==> config.mk <==
export PLATFORM = sky130hd
export DESIGN_NAME = two_axis_limit_calibration_sequencer_unit
export DESIGN_NICKNAME = d
export VERILOG_FILES = /design/src/sv/lcs_pkg.sv /design/src/sv/lcs_cfg.sv /design/src/sv/lcs_ctx_mem.sv /design/src/sv/lcs_seq.sv /design/src/sv/two_axis_limit_calibration_sequencer_unit.sv
export SDC_FILE = /design/constraint.sdc
export NUM_CORES = 1
export LEC_CHECK = 0
export ABC_AREA = 1
export BUFFER_PORTS_ARGS = -buffer_cell sky130_fd_sc_hd__buf_2
export CAP_MARGIN = 0
export CORE_MARGIN = 5
export CORE_UTILIZATION = 43
export DETAILED_ROUTE_END_ITERATION = 7
export PLACE_DENSITY = 0.73
export SLEW_MARGIN = 10
export SYNTH_ARGS = -nofsm -noshare
export SYNTH_HDL_FRONTEND = slang
export SYNTH_SLANG_ARGS = --single-unit
==> constraint.sdc <==
create_clock -name aclk -period 4.9 [get_ports aclk]
set_input_delay 0.98 -clock aclk [delete_from_list [all_inputs] [get_ports aclk]]
set_output_delay 0.98 -clock aclk [all_outputs]
set_load 0.005 [all_outputs]
==> src/sv/lcs_pkg.sv <==
`timescale 1ns / 1ps
`default_nettype none
// ---------------------------------------------------------------------------
// Limit calibration sequencer package
// Shared types, register map, command codes and the microcode program of the
// two-axis limit calibration sequencer.
// ---------------------------------------------------------------------------
package lcs_pkg;

    localparam int NUM_REFLECTORS_DEF = 16;
    localparam int PADDR_W            = 5;
    localparam int PDATA_W            = 32;

    // Register indexes (byte address = 4 * index).
    localparam logic [2:0] REG_CYCLES_REQUIRED   = 3'd0;
    localparam logic [2:0] REG_DOUBLE_STEP_CYCLE = 3'd1;
    localparam logic [2:0] REG_STEP_SIZE         = 3'd2;
    localparam logic [2:0] REG_PARK_POSITION     = 3'd3;
    localparam logic [2:0] REG_HOME_ELEVATION    = 3'd4;

    localparam logic [3:0]  RST_CYCLES_REQUIRED   = 4'd3;
    localparam logic [3:0]  RST_DOUBLE_STEP_CYCLE = 4'd2;
    localparam logic [11:0] RST_STEP_SIZE         = 12'd160;
    localparam logic [15:0] RST_PARK_POSITION     = 16'd3200;
    localparam logic [15:0] RST_HOME_ELEVATION    = 16'd6400;

    // Actuator command codes.
    localparam logic [2:0] CMD_IDLE         = 3'd0;
    localparam logic [2:0] CMD_SET_POSITION = 3'd1;
    localparam logic [2:0] CMD_FLASH        = 3'd2;
    localparam logic [2:0] CMD_REBOOT       = 3'd3;
    localparam logic [2:0] CMD_WAKE_UP      = 3'd4;
    localparam logic [2:0] CMD_READ         = 3'd5;
    localparam logic [2:0] CMD_STEP         = 3'd6;

    // Axis status codes.
    localparam logic [2:0] ST_MIN_LIMIT = 3'd1;
    localparam logic [2:0] ST_MAX_LIMIT = 3'd2;
    localparam logic [2:0] ST_END       = 3'd3;
    localparam logic [2:0] ST_END_ALT   = 3'd4;

    localparam logic [3:0] CYCLES_MAX = 4'hF;

    // Microcode program layout.
    localparam int         UPC_W          = 4;
    localparam logic [3:0] UC_ENTRY_LIMIT = 4'd0;
    localparam logic [3:0] UC_ENTRY_HOME  = 4'd5;
    localparam logic [3:0] UC_ENTRY_END   = 4'd6;
    localparam logic [3:0] UC_ENTRY_STEP  = 4'd9;
    localparam logic [3:0] UC_LAST_ADDR   = 4'd9;

    typedef enum logic [1:0] {
        ARG_ZERO,
        ARG_LIMIT,
        ARG_HOME,
        ARG_DELTA
    } arg_sel_e;

    typedef enum logic [1:0] {
        OP_NEXT,
        OP_END,
        OP_END_IF_DISARMED
    } seq_op_e;

    typedef enum logic [1:0] {
        ST_IDLE,
        ST_DECIDE,
        ST_RUN
    } seq_state_e;

    typedef struct packed {
        logic [2:0] cmd;
        arg_sel_e   sel_az;
        arg_sel_e   sel_el;
        seq_op_e    op;
    } ucode_t;

    typedef struct packed {
        logic              mode;
        logic [3:0]        reflector_index;
        logic [2:0]        status_azimuth;
        logic [2:0]        status_elevation;
        logic signed [19:0] position_azimuth;
        logic signed [19:0] position_elevation;
    } in_item_t;

    typedef struct packed {
        logic [2:0]         command;
        logic signed [19:0] arg_azimuth;
        logic signed [19:0] arg_elevation;
        logic               still_calibrating;
        logic [3:0]         cycles_done;
        logic               last;
    } out_item_t;

    typedef struct packed {
        logic [3:0]  cycles_required;
        logic [3:0]  double_step_cycle;
        logic [11:0] step_size;
        logic [15:0] park_position;
        logic [15:0] home_elevation;
    } cfg_t;

    // Per-reflector context word.
    typedef struct packed {
        logic       armed;
        logic       az_end;
        logic       el_end;
        logic [3:0] home_cycles;
        logic       dbl_taken;
    } ctx_t;

    function automatic int addr_w(input int n);
        return (n > 1) ? $clog2(n) : 1;
    endfunction

    // Control store. The limit run lives at the top; the home run falls
    // through into the single-end run, which in turn falls into the step.
    function automatic ucode_t ucode_rom(input logic [UPC_W-1:0] upc);
        ucode_t w;
        w = '{cmd: CMD_IDLE, sel_az: ARG_ZERO, sel_el: ARG_ZERO, op: OP_END};
        unique case (upc)
            4'd0: w = '{cmd: CMD_SET_POSITION, sel_az: ARG_LIMIT, sel_el: ARG_LIMIT,
                        op: OP_NEXT};
            4'd1: w = '{cmd: CMD_FLASH,   sel_az: ARG_ZERO, sel_el: ARG_ZERO, op: OP_NEXT};
            4'd2: w = '{cmd: CMD_REBOOT,  sel_az: ARG_ZERO, sel_el: ARG_ZERO, op: OP_NEXT};
            4'd3: w = '{cmd: CMD_WAKE_UP, sel_az: ARG_ZERO, sel_el: ARG_ZERO, op: OP_NEXT};
            4'd4: w = '{cmd: CMD_READ,    sel_az: ARG_ZERO, sel_el: ARG_ZERO, op: OP_END};
            4'd5: w = '{cmd: CMD_SET_POSITION, sel_az: ARG_ZERO, sel_el: ARG_HOME,
                        op: OP_NEXT};
            4'd6: w = '{cmd: CMD_FLASH,   sel_az: ARG_ZERO, sel_el: ARG_ZERO, op: OP_NEXT};
            4'd7: w = '{cmd: CMD_REBOOT,  sel_az: ARG_ZERO, sel_el: ARG_ZERO, op: OP_NEXT};
            4'd8: w = '{cmd: CMD_READ,    sel_az: ARG_ZERO, sel_el: ARG_ZERO,
                        op: OP_END_IF_DISARMED};
            4'd9: w = '{cmd: CMD_STEP,    sel_az: ARG_DELTA, sel_el: ARG_DELTA, op: OP_END};
            default: w = '{cmd: CMD_IDLE, sel_az: ARG_ZERO, sel_el: ARG_ZERO, op: OP_END};
        endcase
        return w;
    endfunction

endpackage
`default_nettype wire

==> src/sv/lcs_cfg.sv <==
`timescale 1ns / 1ps
`default_nettype none
// ---------------------------------------------------------------------------
// Limit calibration sequencer register bank
// APB-style register file holding the five calibration settings.
// ---------------------------------------------------------------------------
module lcs_cfg (
    input  wire logic                        aclk,
    input  wire logic                        aresetn,
    input  wire logic                        psel,
    input  wire logic                        penable,
    input  wire logic                        pwrite,
    input  wire logic [lcs_pkg::PADDR_W-1:0] paddr,
    input  wire logic [lcs_pkg::PDATA_W-1:0] pwdata,
    output logic      [lcs_pkg::PDATA_W-1:0] prdata,
    output logic                             pready,
    output lcs_pkg::cfg_t                    cfg
);
    import lcs_pkg::*;

    logic [3:0]  cycles_required_reg;
    logic [3:0]  double_step_cycle_reg;
    logic [11:0] step_size_reg;
    logic [15:0] park_position_reg;
    logic [15:0] home_elevation_reg;
    logic [2:0]  reg_index;
    logic        wr_en;

    assign pready    = 1'b1;
    assign reg_index = paddr[4:2];
    assign wr_en     = psel & penable & pwrite;

    always_ff @(posedge aclk) begin
        if (!aresetn) begin
            cycles_required_reg   <= RST_CYCLES_REQUIRED;
            double_step_cycle_reg <= RST_DOUBLE_STEP_CYCLE;
            step_size_reg         <= RST_STEP_SIZE;
            park_position_reg     <= RST_PARK_POSITION;
            home_elevation_reg    <= RST_HOME_ELEVATION;
        end else if (wr_en) begin
            unique case (reg_index)
                REG_CYCLES_REQUIRED:   cycles_required_reg   <= pwdata[3:0];
                REG_DOUBLE_STEP_CYCLE: double_step_cycle_reg <= pwdata[3:0];
                REG_STEP_SIZE:         step_size_reg         <= pwdata[11:0];
                REG_PARK_POSITION:     park_position_reg     <= pwdata[15:0];
                REG_HOME_ELEVATION:    home_elevation_reg    <= pwdata[15:0];
                default: ;
            endcase
        end
    end

    always_comb begin
        unique case (reg_index)
            REG_CYCLES_REQUIRED:   prdata = {28'b0, cycles_required_reg};
            REG_DOUBLE_STEP_CYCLE: prdata = {28'b0, double_step_cycle_reg};
            REG_STEP_SIZE:         prdata = {20'b0, step_size_reg};
            REG_PARK_POSITION:     prdata = {16'b0, park_position_reg};
            REG_HOME_ELEVATION:    prdata = {16'b0, home_elevation_reg};
            default:               prdata = '0;
        endcase
    end

    assign cfg = '{cycles_required:   cycles_required_reg,
                   double_step_cycle: double_step_cycle_reg,
                   step_size:         step_size_reg,
                   park_position:     park_position_reg,
                   home_elevation:    home_elevation_reg};

endmodule
`default_nettype wire

==> src/sv/lcs_ctx_mem.sv <==
`timescale 1ns / 1ps
`default_nettype none
// ---------------------------------------------------------------------------
// Limit calibration sequencer context store
// One context word per reflector, with a valid bit per entry so that an
// entry never written since reset reads as all zeros.
// ---------------------------------------------------------------------------
module lcs_ctx_mem #(
    parameter int NUM_REFLECTORS = lcs_pkg::NUM_REFLECTORS_DEF
) (
    input  wire logic                                        aclk,
    input  wire logic                                        aresetn,
    input  wire logic                                        rd_en,
    input  wire logic [lcs_pkg::addr_w(NUM_REFLECTORS)-1:0]  rd_addr,
    output lcs_pkg::ctx_t                                    rd_data,
    input  wire logic                                        wr_en,
    input  wire logic [lcs_pkg::addr_w(NUM_REFLECTORS)-1:0]  wr_addr,
    input  lcs_pkg::ctx_t                                    wr_data
);
    import lcs_pkg::*;

    ctx_t                      mem [NUM_REFLECTORS];
    logic [NUM_REFLECTORS-1:0] valid_reg;
    ctx_t                      rd_data_reg;
    logic                      rd_valid_reg;

    always_ff @(posedge aclk) begin
        if (wr_en) begin
            mem[wr_addr] <= wr_data;
        end
        if (rd_en) begin
            rd_data_reg <= mem[rd_addr];
        end
    end

    always_ff @(posedge aclk) begin
        if (!aresetn) begin
            valid_reg    <= '0;
            rd_valid_reg <= 1'b0;
        end else begin
            if (wr_en) begin
                valid_reg[wr_addr] <= 1'b1;
            end
            if (rd_en) begin
                rd_valid_reg <= valid_reg[rd_addr];
            end
        end
    end

    assign rd_data = rd_valid_reg ? rd_data_reg : '0;

endmodule
`default_nettype wire

==> src/sv/lcs_seq.sv <==
`timescale 1ns / 1ps
`default_nettype none
// ---------------------------------------------------------------------------
// Limit calibration sequencer control
// Decides the run for one readout, updates the reflector context and steps
// the microcode program to issue the actuator commands one at a time.
// ---------------------------------------------------------------------------
module lcs_seq #(
    parameter int NUM_REFLECTORS = lcs_pkg::NUM_REFLECTORS_DEF
) (
    input  wire logic                                        aclk,
    input  wire logic                                        aresetn,
    input  wire logic                                        s_valid,
    output logic                                             s_ready,
    input  lcs_pkg::in_item_t                                s_item,
    output logic                                             m_valid,
    input  wire logic                                        m_ready,
    output lcs_pkg::out_item_t                               m_item,
    input  lcs_pkg::cfg_t                                    cfg,
    output logic                                             ctx_rd_en,
    output logic      [lcs_pkg::addr_w(NUM_REFLECTORS)-1:0]  ctx_rd_addr,
    input  lcs_pkg::ctx_t                                    ctx_rd_data,
    output logic                                             ctx_wr_en,
    output logic      [lcs_pkg::addr_w(NUM_REFLECTORS)-1:0]  ctx_wr_addr,
    output lcs_pkg::ctx_t                                    ctx_wr_data
);
    import lcs_pkg::*;

    localparam int ADDR_W = addr_w(NUM_REFLECTORS);

    seq_state_e         state_reg, state_next;
    in_item_t           item_reg;
    logic [UPC_W-1:0]   upc_reg, upc_next;
    logic signed [19:0] daz_reg, del_reg;
    logic               still_reg;
    logic [3:0]         cycles_reg;
    logic               lim_az_reg, lim_el_reg;
    logic               m_valid_reg;
    out_item_t          m_item_reg, m_item_next;

    logic               accept, in_range, load, run_go, run_last;
    ucode_t             cw;

    // Decision signals.
    logic               lim_az, lim_el, lim_any, fa, fe, both, at_double;
    logic [3:0]         hc_new;
    logic               arm_new, dbl_new;
    logic signed [19:0] daz, del;
    logic signed [19:0] step_pos, step_neg, dbl_pos, dbl_neg;
    logic [UPC_W-1:0]   entry;
    ctx_t               cur, upd;

    function automatic logic signed [19:0] arg_pick(
        input arg_sel_e           sel,
        input logic               lim,
        input logic signed [19:0] pos,
        input logic signed [19:0] delta,
        input cfg_t               c
    );
        logic signed [19:0] v;
        v = '0;
        unique case (sel)
            ARG_ZERO:  v = '0;
            ARG_LIMIT: v = lim ? $signed({4'b0, c.park_position}) : pos;
            ARG_HOME:  v = $signed({4'b0, c.home_elevation});
            ARG_DELTA: v = delta;
            default:   v = '0;
        endcase
        return v;
    endfunction

    // ---- decision for the readout held in item_reg ----
    always_comb begin
        cur      = ctx_rd_data;
        lim_az   = (item_reg.status_azimuth == ST_MIN_LIMIT) ||
                   (item_reg.status_azimuth == ST_MAX_LIMIT);
        lim_el   = (item_reg.status_elevation == ST_MIN_LIMIT) ||
                   (item_reg.status_elevation == ST_MAX_LIMIT);
        lim_any  = lim_az | lim_el;
        fa       = cur.az_end | (item_reg.status_azimuth == ST_END);
        fe       = cur.el_end | (item_reg.status_elevation == ST_END) ||
                   (item_reg.status_elevation == ST_END_ALT);
        both     = fa & fe;
        step_pos = $signed({8'b0, cfg.step_size});
        step_neg = -step_pos;
        dbl_pos  = $signed({7'b0, cfg.step_size, 1'b0});
        dbl_neg  = -dbl_pos;

        hc_new   = cur.home_cycles;
        arm_new  = cur.armed;
        daz      = fa ? '0 : step_neg;
        del      = fe ? '0 : step_pos;
        entry    = UC_ENTRY_STEP;
        priority if (lim_any) begin
            entry = UC_ENTRY_LIMIT;
        end else if (both) begin
            entry   = UC_ENTRY_HOME;
            hc_new  = (cur.home_cycles == CYCLES_MAX) ? CYCLES_MAX :
                      cur.home_cycles + 4'd1;
            arm_new = (hc_new != cfg.cycles_required);
        end else if (fa) begin
            entry = UC_ENTRY_END;
            daz   = step_pos;
        end else if (fe) begin
            entry = UC_ENTRY_END;
            del   = step_neg;
        end else begin
            entry = UC_ENTRY_STEP;
        end

        at_double = (hc_new == cfg.double_step_cycle);
        if (arm_new && at_double && !cur.dbl_taken) begin
            daz = dbl_pos;
            del = dbl_neg;
        end
        dbl_new = cur.dbl_taken | (arm_new & at_double);

        // Every readout that is not at a limit leaves both end flags clear.
        upd = '{armed: arm_new, az_end: 1'b0, el_end: 1'b0,
                home_cycles: hc_new, dbl_taken: dbl_new};
    end

    assign run_go = (state_reg == ST_DECIDE) && !item_reg.mode && cur.armed;

    // ---- sequencer ----
    assign in_range = int'(s_item.reflector_index) < NUM_REFLECTORS;
    assign cw       = ucode_rom(upc_reg);
    assign run_last = (cw.op == OP_END) || ((cw.op == OP_END_IF_DISARMED) && !still_reg);

    always_comb begin
        state_next = state_reg;
        unique case (state_reg)
            ST_IDLE:   if (accept && in_range) state_next = ST_DECIDE;
            ST_DECIDE: state_next = run_go ? ST_RUN : ST_IDLE;
            ST_RUN:    if (load && run_last) state_next = ST_IDLE;
            default:   state_next = ST_IDLE;
        endcase
    end

    always_comb begin
        s_ready     = (state_reg == ST_IDLE);
        accept      = s_valid & s_ready;
        ctx_rd_en   = accept & in_range;
        ctx_rd_addr = ADDR_W'(s_item.reflector_index);
        ctx_wr_en   = (state_reg == ST_DECIDE) &&
                      (item_reg.mode || (cur.armed && !lim_any));
        ctx_wr_addr = ADDR_W'(item_reg.reflector_index);
        ctx_wr_data = item_reg.mode ?
                      ctx_t'{armed: 1'b1, az_end: 1'b0, el_end: 1'b0,
                             home_cycles: 4'd0, dbl_taken: 1'b0} : upd;
        load        = (state_reg == ST_RUN) && (!m_valid_reg || m_ready);
        upc_next    = (state_reg == ST_DECIDE) ? entry : upc_reg + 1'b1;
        m_item_next = '{command:           cw.cmd,
                        arg_azimuth:       arg_pick(cw.sel_az, lim_az_reg,
                                                    item_reg.position_azimuth,
                                                    daz_reg, cfg),
                        arg_elevation:     arg_pick(cw.sel_el, lim_el_reg,
                                                    item_reg.position_elevation,
                                                    del_reg, cfg),
                        still_calibrating: still_reg,
                        cycles_done:       cycles_reg,
                        last:              run_last};
    end

    always_ff @(posedge aclk) begin
        if (!aresetn) begin
            state_reg   <= ST_IDLE;
            upc_reg     <= '0;
            m_valid_reg <= 1'b0;
        end else begin
            state_reg <= state_next;
            if ((state_reg == ST_DECIDE) || load) begin
                upc_reg <= upc_next;
            end
            if (load) begin
                m_valid_reg <= 1'b1;
            end else if (m_ready) begin
                m_valid_reg <= 1'b0;
            end
        end
    end

    always_ff @(posedge aclk) begin
        if (accept) begin
            item_reg <= s_item;
        end
        if (state_reg == ST_DECIDE) begin
            daz_reg    <= daz;
            del_reg    <= del;
            still_reg  <= arm_new;
            cycles_reg <= hc_new;
            lim_az_reg <= lim_az;
            lim_el_reg <= lim_el;
        end
        if (load) begin
            m_item_reg <= m_item_next;
        end
    end

    assign m_valid = m_valid_reg;
    assign m_item  = m_item_reg;

    // ---- checks ----
    a_last_ends_run: assert property (@(posedge aclk) disable iff (!aresetn)
        (state_reg == ST_RUN && load && run_last) |=> (state_reg == ST_IDLE))
        else $error("run did not end after its last command");

    a_no_accept_in_run: assert property (@(posedge aclk) disable iff (!aresetn)
        (state_reg == ST_RUN) |-> !s_ready)
        else $error("input taken while a run is in flight");

    a_upc_in_program: assert property (@(posedge aclk) disable iff (!aresetn)
        (state_reg == ST_RUN) |-> (upc_reg <= UC_LAST_ADDR))
        else $error("microcode counter ran past the program");

    a_step_only_armed: assert property (@(posedge aclk) disable iff (!aresetn)
        (m_valid_reg && m_item_reg.command == CMD_STEP) |->
            (m_item_reg.still_calibrating && m_item_reg.last))
        else $error("step issued for a disarmed reflector or not at run end");

endmodule
`default_nettype wire

==> src/sv/two_axis_limit_calibration_sequencer_unit.sv <==
`timescale 1ns / 1ps
`default_nettype none
// ---------------------------------------------------------------------------
// Two-axis limit calibration sequencer
// Per-reflector homing and calibration sequencer: turns positioning readouts
// into runs of actuator commands under a small microcoded control program.
//
//   Channel   Ports                      Carries
//   input     s_valid s_ready s_item     arm request or positioning readout
//   result    m_valid m_ready m_item     one actuator command, last marks run end
//   config    psel penable pwrite ...    five calibration registers
//
// An item is taken while the sequencer is idle; the reflector context is then
// read and updated in the decide state, and the microcode counter issues the
// run's commands (up to five), one per cycle while the result is not stalled;
// an item that causes no command goes back to idle from the decide state. No
// new item is taken until the run has ended. A stalled result holds the counter in place.
// Reset clears all contexts to zero at once through per-entry valid bits.
// ---------------------------------------------------------------------------
module two_axis_limit_calibration_sequencer_unit #(
    parameter int NUM_REFLECTORS = lcs_pkg::NUM_REFLECTORS_DEF
) (
    input  wire logic                        aclk,
    input  wire logic                        aresetn,
    input  wire logic                        s_valid,
    output logic                             s_ready,
    input  lcs_pkg::in_item_t                s_item,
    output logic                             m_valid,
    input  wire logic                        m_ready,
    output lcs_pkg::out_item_t               m_item,
    input  wire logic                        psel,
    input  wire logic                        penable,
    input  wire logic                        pwrite,
    input  wire logic [lcs_pkg::PADDR_W-1:0] paddr,
    input  wire logic [lcs_pkg::PDATA_W-1:0] pwdata,
    output logic      [lcs_pkg::PDATA_W-1:0] prdata,
    output logic                             pready
);
    import lcs_pkg::*;

    localparam int ADDR_W = addr_w(NUM_REFLECTORS);

    cfg_t              cfg;
    logic              ctx_rd_en, ctx_wr_en;
    logic [ADDR_W-1:0] ctx_rd_addr, ctx_wr_addr;
    ctx_t              ctx_rd_data, ctx_wr_data;

    lcs_cfg u_cfg (
        .aclk    (aclk),
        .aresetn (aresetn),
        .psel    (psel),
        .penable (penable),
        .pwrite  (pwrite),
        .paddr   (paddr),
        .pwdata  (pwdata),
        .prdata  (prdata),
        .pready  (pready),
        .cfg     (cfg)
    );

    lcs_ctx_mem #(
        .NUM_REFLECTORS (NUM_REFLECTORS)
    ) u_ctx (
        .aclk    (aclk),
        .aresetn (aresetn),
        .rd_en   (ctx_rd_en),
        .rd_addr (ctx_rd_addr),
        .rd_data (ctx_rd_data),
        .wr_en   (ctx_wr_en),
        .wr_addr (ctx_wr_addr),
        .wr_data (ctx_wr_data)
    );

    lcs_seq #(
        .NUM_REFLECTORS (NUM_REFLECTORS)
    ) u_seq (
        .aclk        (aclk),
        .aresetn     (aresetn),
        .s_valid     (s_valid),
        .s_ready     (s_ready),
        .s_item      (s_item),
        .m_valid     (m_valid),
        .m_ready     (m_ready),
        .m_item      (m_item),
        .cfg         (cfg),
        .ctx_rd_en   (ctx_rd_en),
        .ctx_rd_addr (ctx_rd_addr),
        .ctx_rd_data (ctx_rd_data),
        .ctx_wr_en   (ctx_wr_en),
        .ctx_wr_addr (ctx_wr_addr),
        .ctx_wr_data (ctx_wr_data)
    );

endmodule
`default_nettype wire

Word level (Yosys, flattened, before mapping)

Memory sizes are Yosys's and may differ from the RTL's. A register that Yosys moved wholly into a read port is not among the register bits.
Cells that the tools add are included.

Memory bits (read-only): 144
Memory bits (writable): 128
Bits of input ports: 95
Bits in registers: 223
Output and inout bits: 84
Memories: 2

Memories:

| memory           | depth | bits a word | read ports | clocked after memory_dff | write ports | RTL line          | text |
|---|---|---|---|---|---|---|---|
| (name not given) | 16    | 9           | 1          | 1                        | 0           | lcs_pkg.sv:122    | `unique case (upc)` |
| u_ctx.mem        | 16    | 8           | 1          | 1                        | 1           | lcs_ctx_mem.sv:22 | `ctx_t mem [NUM_REFLECTORS];` |

Equality and inequality tests: 26
Muxes and demuxes: 42
Bitwise logic cells: 10
Reductions and logical operators: 33
$lt $le $gt $ge: 3
Add/sub/neg operators: 4

Operators by type and width:

| kind                | count |
|---|---|
| $mux 20             | 11 |
| $pmux 20 s4         | 2 |
| $pmux 16 s5         | 1 |
| $mux 4              | 10 |
| $neg 12->20         | 1 |
| $neg 13->20         | 1 |
| $eq 3x2->1 const B  | 6 |
| $mux 8              | 2 |
| $or 16x16->16       | 1 |
| $mux 13             | 1 |
| $eq 2x2->1 const B  | 6 |
| $mux 12             | 1 |
| $reduce_and 2->1    | 6 |
| $logic_and 1x1->1   | 10 |
| $lt 4x5->1 const B  | 2 |
| $eq 3x1->1 const B  | 3 |
| $add 4x1->4 const B | 2 |
| $eq 2x1->1 const B  | 4 |
| $mux 1              | 8 |
| $logic_or 1x1->1    | 7 |
| $eq 3x3->1 const B  | 2 |
| $logic_not 2->1     | 3 |
| $mux 2              | 3 |
| $pmux 2 s3          | 1 |
| other kinds (12)    | 24 |

Logic depth before layout (Yosys ltp)

Gate-level depths: netlist (run 1).

Depth in word-level cells: 10
Mapped depth: 17
Depth with buffers taken out: 15

Hierarchy

Synthesis (run 1) repeated with hierarchy kept, for this count alone.

Cell total of the unflattened synthesis: 1733
Area total of the unflattened synthesis: 16767.3 sq um

By module, submodules not included:

| module      | area each (sq um) | times used | cells each | sequential area each (sq um) |
|---|---|---|---|---|
| lcs_seq     | 7902.6            | 1          | 796        | 4714.5 |
| lcs_ctx_mem | 6099.6            | 1          | 517        | 4424.2 |
| lcs_cfg     | 2765.2            | 1          | 420        | 1041.0 |

Least setup slack after synthesis (run 1)

No wires, ideal clock.

Path kind: input to register
From: in m_ready
To: reg u_seq.cw[7] (netlist name)
Required time: 4.780 ns
Data arrival time: 4.616 ns
Setup slack: 0.164 ns
Cell stages on the path: 12
Path through: nor2_1 > nor2_1 > inv_1 > o211ai_1 > inv_1 > nor2_1 > inv_1 > ha_1 > inv_1 > nand2_1 > o211ai_1 > nand2_1

Longest elaborated chain between the ends: 5

Ends and longest elaborated chain:

| element                              | RTL line                                        | text |
|---|---|---|
| start, declared                      | two_axis_limit_calibration_sequencer_unit.sv:29 | `input wire logic m_ready,` |
| $logic_or 1x1->1                     | lcs_seq.sv:151                                  | `load = (state_reg == ST_RUN) && (!m_valid_reg \|\| m_ready);` |
| $logic_and 1x1->1                    | lcs_seq.sv:151                                  |  |
| net u_seq.load                       | lcs_seq.sv:41                                   | `logic accept, in_range, load, run_go, run_last;` |
| $logic_or 1x1->1                     | lcs_seq.sv:172                                  | `if ((state_reg == ST_DECIDE) \|\| load) begin` |
| $mux 4 (no source line) (2 in a row) | --                                              |  |

The timed path passes the listed nets, and every way through them passes these cells.
A chain may end at the register's enable or synchronous reset.

Final worst setup path (run 1)

From: in paddr[3] (netlist bit)
To: out prdata[0] (netlist bit)

Longest elaborated chain between the ends: 2
Elaborated cells between the ends (all ways): 6

Ends and longest elaborated chain:

| element                            | RTL line                                        | text |
|---|---|---|
| start, declared                    | two_axis_limit_calibration_sequencer_unit.sv:34 | `input wire logic [lcs_pkg::PADDR_W-1:0] paddr,` |
| $eq 3x3->1 (tied with other cells) | lcs_cfg.sv:53                                   | `unique case (reg_index)` |
| $pmux 16 s5 (*)                    | lcs_cfg.sv:53                                   |  |
| end, declared                      | two_axis_limit_calibration_sequencer_unit.sv:36 | `output logic [lcs_pkg::PDATA_W-1:0] prdata,` |

Every way passes the cells marked *; elsewhere a longest branch is shown, timed or not.

==> impl_metrics.json, run 1 <==
{
  "status": "finished, final reports clean",
  "async_flop_share": 0,
  "grt_max_degree": 61,
  "fp.dieW_microns": 194.6,
  "synth_seq_cells": 333,
  "fmax_mhz": 266.3,
  "routedWlPerCell_microns": 17.53,
  "die_h_microns": 194.6,
  "cts_tree": "done",
  "antenna_found_initial": 0,
  "required_ns": 3.92,
  "drc_errors": 0,
  "wirelength_mm": 35.47,
  "gp_congestion": 0.8982,
  "cap_violations": 0,
  "tns_ns": 0,
  "yosys_warnings": 0,
  "hold_path.class": "reg2reg",
  "antenna_left": 0,
  "final_nets": 1650,
  "synth_top_area_frac": 0.5102,
  "rsz0062_at_grt": "no",
  "port_buffers": 143,
  "finalClockSkew_ns": 0.02718,
  "netlist_area_sq_um": 14660,
  "power_density_nw_per_um2": 383.2,
  "clk_pin_slew_ns": 0.06,
  "startpoint_type": "primary input",
  "slew_headroom": 0.1981,
  "cts_root_buf": "clkbuf_16",
  "clk_latency_ns": 0.54,
  "synth_cells": 1413,
  "largest_register_ffs": 96,
  "grt_pass1_wl_mm": 56.00,
  "htree_levels": 2,
  "pin_count": 179,
  "peakVddDrop_uv": 301.7,
  "cts_resized": 0,
  "core_area_sq_um": 33620,
  "synth_flop_cell": "edfxtp_1",
  "area_growth_pct": 16.07,
  "drive_gt1_frac": 0.1632,
  "grt_pass1_vias": 10360,
  "cts_buffer_depth": 3,
  "grt_overflow": 0,
  "drv_slew": 0,
  "period_share": 0.7662,
  "rows": 67,
  "dr.pass1.iters": 8,
  "via_per_inst": 5.426,
  "hpwl_mm": 24.56,
  "grt_use_total": 0.1810,
  "period_minus_slack_ns": 3.755,
  "fin_util": 0.5060,
  "postCtsHoldBufs": 0,
  "synth_area_leader_cell": "edfxtp_1",
  "worst_pin_slew_ns": 1.198,
  "setup.worst_path.end_class": "output pin",
  "ys_types": 42,
  "cts_setup_buffers": 0,
  "arrival_ns": 2.77,
  "hold_violations": 0,
  "avgSynthCellArea_sq_um": 10.37,
  "yosys-top-cells-area": "edfxtp_1 (51%), dfxtp_1 (11%), nand2_1 (5.2%), o21ai_0 (4.7%), inv_1 (4.4%)",
  "die_area_sq_um": 37880,
  "setup_viol": 0,
  "numCtsBuffers": 38,
  "diodes": 0,
  "cts.sinks": 333,
  "synth_edf_count": 249,
  "initialDrtViolationCount": 938,
  "ys_seq_area_frac": 0.6249,
  "vias": 10980,
  "leakage_nw": 6.867,
  "start_util": 0.4360,
  "path_class": "in2out",
  "critPathMaxFanout": 17
}
## layout make-up
type | instances | area, sq um
Inverter | 185 | 694.4
Clock inverter | 17 | 196.4
Clock buffer | 53 | 1109
Multi-Input combinational cell | 826 | 4442
Tap cell | 448 | 560.5
Sequential cell | 333 | 9159
Timing Repair Buffer | 161 | 850.8
Fill cell | 2982 | 16600
## metrics by stage
step / cell area [sq um] / cells / setup slack, ns / power (W) / hold slack [ns]
2_1_floorplan: 14710 / 1428 / 0.1636 / 0.003527 / 0.3855
3_3_place_gp: 15710 / 1953 / 1.230 / 0.003667 / 0.3862
3_5_place_dp: 15710 / 1953 / 1.224 / 0.003678 / 0.3897
4_1_cts: 17010 / 2023 / 1.208 / 0.006556 / 0.4039
5_1_grt: 17010 / 2023 / 1.014 / 0.006746 / 0.4104
6_report: 17010 / 2023 / 1.145 / 0.006518 / 0.4034
## cells by family after synthesis
logic type | count (synthesis) | synth area share
AOI/OAI and AO/OA | 335 | 0.1360
xor gates and xnor gates | 9 | 0.005378
adders and majority gates | 10 | 0.008537
buffers and inverters | 269 | 0.07675
DFF | 333 | 0.6249
muxes | 24 | 0.01639
other | 2 | 0.0005124
and+or+nand+nor | 431 | 0.1316
## final timing paths
path | startpoint | endpoint | slack, ns | depth (start not counted)
min reg2reg | u_seq.cw[7] | u_seq.m_item[47] | 0.40 | 0
max | paddr[3] | prdata[0] | 1.15 | 9
min | u_seq.cw[7] | u_seq.m_item[47] | 0.40 | 0
max reg2reg | u_seq.item_reg[40] | u_seq.daz_reg[12] | 1.51 | 15
## metal layers
metal / vias up / track usage / share of wire
li1: 5200 / - / -
met1: 5159 / 0.2458 / 0.41
met2: 546 / 0.2972 / 0.47
met3: 71 / 0.03411 / 0.094
met4: 0 / 0.05443 / 0.023
met5: - / 0 / 0
## critical path: stages
cell,delay (ns)
buf_2,0.11
nor2_1,0.12
inv_1,0.08
nor2_1,0.09
clkinv_1,0.45
o22ai_1,0.51
a221oi_1,0.09
o21ai_0,0.16
buf_2,0.17
## synth_stat cells (all sizes together) (29+ instances only)
cell and count:
a21oi 86, buf 30, clkbuf 54, dfxtp 84
edfxtp 249, inv 182, nand2 211, nand3 97
nand4 29, nor2 85, o211ai 39, o21ai 137
o221ai 38
## power breakdown
group	switching, W	total (W)	internal [W]
combinational	0.000333	0.000477	0.000145
sequential	0.0000322	0.00315	0.00312
clock	0.00113	0.00289	0.00175
## cells in the final DEF (no fill, tap or decap), types with 2 or more instances in the layout
cell,synthesis,final
ha_1,10,10
inv_1,172,171
nor2_4,1,3
mux2i_1,24,24
a221oi_1,4,4
o22ai_1,17,17
inv_2,10,11
clkbuf_16,0,39
nand3_1,93,93
clkinv_2,0,8
clkbuf_1,54,6
nand2_2,7,7
o21ai_0,137,137
xor2_1,8,8
o21a_1,8,8
nor3_1,5,5
bufinv_16,0,3
edfxtp_1,249,249
a22oi_1,2,2
nand3_4,2,2
buf_2,5,143
clkinv_8,0,2
dfxtp_1,84,84
clkinv_1,3,3
nand3_2,2,2
nand4_1,29,29
o221ai_1,38,38
nor2_2,5,4
o211ai_1,39,39
clkbuf_8,0,8
inv_6,0,2
nand2_1,204,204
nor2_1,78,77
conb_1,2,17
buf_4,19,18
a21oi_1,86,86
Power figures use the tool's default switching activity.
==> inputs of run 2 (changes only) <==
- PLACE_DENSITY: 0.73 -> 0.71
- clock period: 4.9 -> 3.5 ns (I/O delays scaled with it)
==> run 2 against run 1 <==
Against the previous run:
- critical path depth up 4
- the run now ends with design-rule violations left
- register-to-register slack worse by 0.99 ns
- via count down 0.66%
- sequential power up 40%
- sequential share of layout area down 0.17 points
- global-route usage up 0.17 points
- final area up 0.32%
- total power up 40%
- final cell count up 0.25%
- worst setup slack worse by 0.62 ns
- count of clock-buffer cells in the layout down 7
- first-iteration DRC count down 10%
==> impl_metrics.json, run 2 (synthesized netlist as in run 1, its figures left out) <==
{
  "status": "finished with violations",
  "failed_checks": "design-rule violations",
  "setup.worst_path.end_class": "register",
  "worst_pin_slew_ns": 1.120,
  "peakVddDrop_uv": 475.5,
  "fmax_mhz": 336.0,
  "p_switching_w": 0.002116,
  "grt_use_total": 0.1826,
  "pwr-share-clk": 0.443,
  "grt_max_degree": 71,
  "r2r_start": "u_seq.item_reg[44]",
  "cts_tree": "done",
  "r2r_setup_slack_ns": 0.52,
  "diodes": 0,
  "vias": 10900,
  "gp_congestion": 0.8814,
  "power_density_nw_per_um2": 535.8,
  "dr.pass1.iters": 8,
  "cts.sinks": 333,
  "drv_slew": 0,
  "wirelength_mm": 35.86,
  "cap_violations": 0,
  "period_share": 0.8504,
  "hold_path.class": "in2reg",
  "hold_path_depth": 1,
  "period_minus_slack_ns": 2.976,
  "htree_levels": 2,
  "initialDrtViolationCount": 843,
  "crit_top_cell": "nand2_1",
  "power_frac_comb": 0.074,
  "internal-power_w": 0.007029,
  "drc_errors": 2,
  "arrival_ns": 3.25,
  "cts_buffer_depth": 3,
  "hold_violations": 0,
  "antenna_left": 0,
  "layoutNonFillerInstCount": 2028,
  "pin_count": 179,
  "path_cells": "nand2_1 -> nor2_1 -> ha_1 -> nand3_2 -> nand2_1 -> nand3_1 -> nand2_1 -> nand2_2 -> nor2_8 -> buf_4 -> nand3_4 -> nand2_1 -> inv_1",
  "seqPwrFrac": 0.483,
  "antenna_found_initial": 0,
  "area_growth_pct": 16.44,
  "routedWlPerCell_microns": 17.68,
  "hold_ws_ns": 0.3347,
  "reg2reg_depth": 13,
  "crit_start": "u_seq.item_reg[44]",
  "slowest_stage": "edfxtp_1",
  "startpoint_type": "register",
  "critPathMaxFanout": 28,
  "grt_pass1_wl_mm": 56.15,
  "slowest_delay_ns": 0.38,
  "cts_resized": 0,
  "cts_setup_buffers": 0,
  "grt_pass1_vias": 10390,
  "tns_ns": 0,
  "grt_overflow": 0,
  "cts_root_buf": "clkbuf_16",
  "leakage_nw": 6.889,
  "final_nets": 1655,
  "required_ns": 3.78,
  "via_per_inst": 5.377,
  "final_common_cell": "edfxtp_1",
  "rsz0062_at_grt": "no",
  "min_from": "s_item[21]",
  "clk_latency_ns": 0.54,
  "port_buffers": 143,
  "die_area_sq_um": 37880,
  "start_util": 0.4360,
  "drive_gt1_frac": 0.1665,
  "fin_util": 0.5077,
  "core_area_sq_um": 33620,
  "clk_pin_slew_ns": 0.06,
  "hpwl_mm": 24.91,
  "r2r-end": "u_seq.daz_reg[19]",
  "numCtsBuffers": 38,
  "setup_viol": 0,
  "path_class": "reg2reg",
  "fp.dieW_microns": 194.6,
  "die_h_microns": 194.6,
  "largest_register_ffs": 96,
  "dp_cells": 1958,
  "worstHoldEndpoint": "u_seq.item_reg[21]",
  "switching_share": 0.2314,
  "finalClockSkew_ns": 0.02506,
  "final_cell_mix": "edfxtp_1 (249), nand2_1 (204), inv_1 (171)",
  "postCtsHoldBufs": 0,
  "power_w": 0.009145,
  "rows": 67,
  "slew_headroom": 0.2506
}
run 2: worst max-delay path: cells and delay by family (launching register included):
| kind | cells | cell delay, ns |
|---|---|---|
| buffers and inverters | 2 | 0.36 |
| and+or+nand+nor | 10 | 1.70 |
| DFF | 1 | 0.38 |
| adders and majority gates | 1 | 0.29 |
run 2: metal layers:
layer / up-vias / GRT usage / wire length, microns
li1: 5218 / - / -
met5: - / 0 / 0
met4: 0 / 0.06458 / 1005
met2: 499 / 0.2946 / 16830
met3: 81 / 0.03428 / 2946
met1: 5106 / 0.2489 / 15080
run 2: through the flow:
stage / area [sq um] / worst slack [ns]
after floorplan: 14720 / 0.3604
after global placement: 15760 / 0.4820
after detailed placement: 15760 / 0.2928
after CTS: 17060 / 0.1915
after global routing: 17070 / 0.2817
final: 17070 / 0.5236
run 2: power by group through the flow:
stage	logic, W	registers (W)	clock network [W]
final	0.000675	0.00442	0.00405
after global routing	0.000745	0.00442	0.00430
after CTS	0.000666	0.00441	0.00412
after detailed placement	0.000659	0.00450	0
after global placement	0.000647	0.00450	0
after floorplan	0.000458	0.00448	0
run 2: area by class of cell:
type / count / area, sq um
clock buffer: 46 / 1087
clock inverter: 24 / 214.0
fill: 2971 / 16550
inverter: 185 / 694.4
multi-input combinational: 826 / 4451
sequential: 333 / 9159
tap: 448 / 560.5
timing repair buffer: 166 / 900.9
run 2: worst max-delay path by stage:
stage	to	slack, ns	cells past startpoint
3_3_place_gp	u_ctx.mem[13][0]	0.48	11
2_1_floorplan	u_seq.cw[7]	0.36	14
3_5_place_dp	u_ctx.mem[15][0]	0.29	11
6_report	u_seq.daz_reg[19]	0.52	13
5_1_grt	u_seq.daz_reg[12]	0.28	13
4_1_cts	u_ctx.mem[12][0]	0.19	11
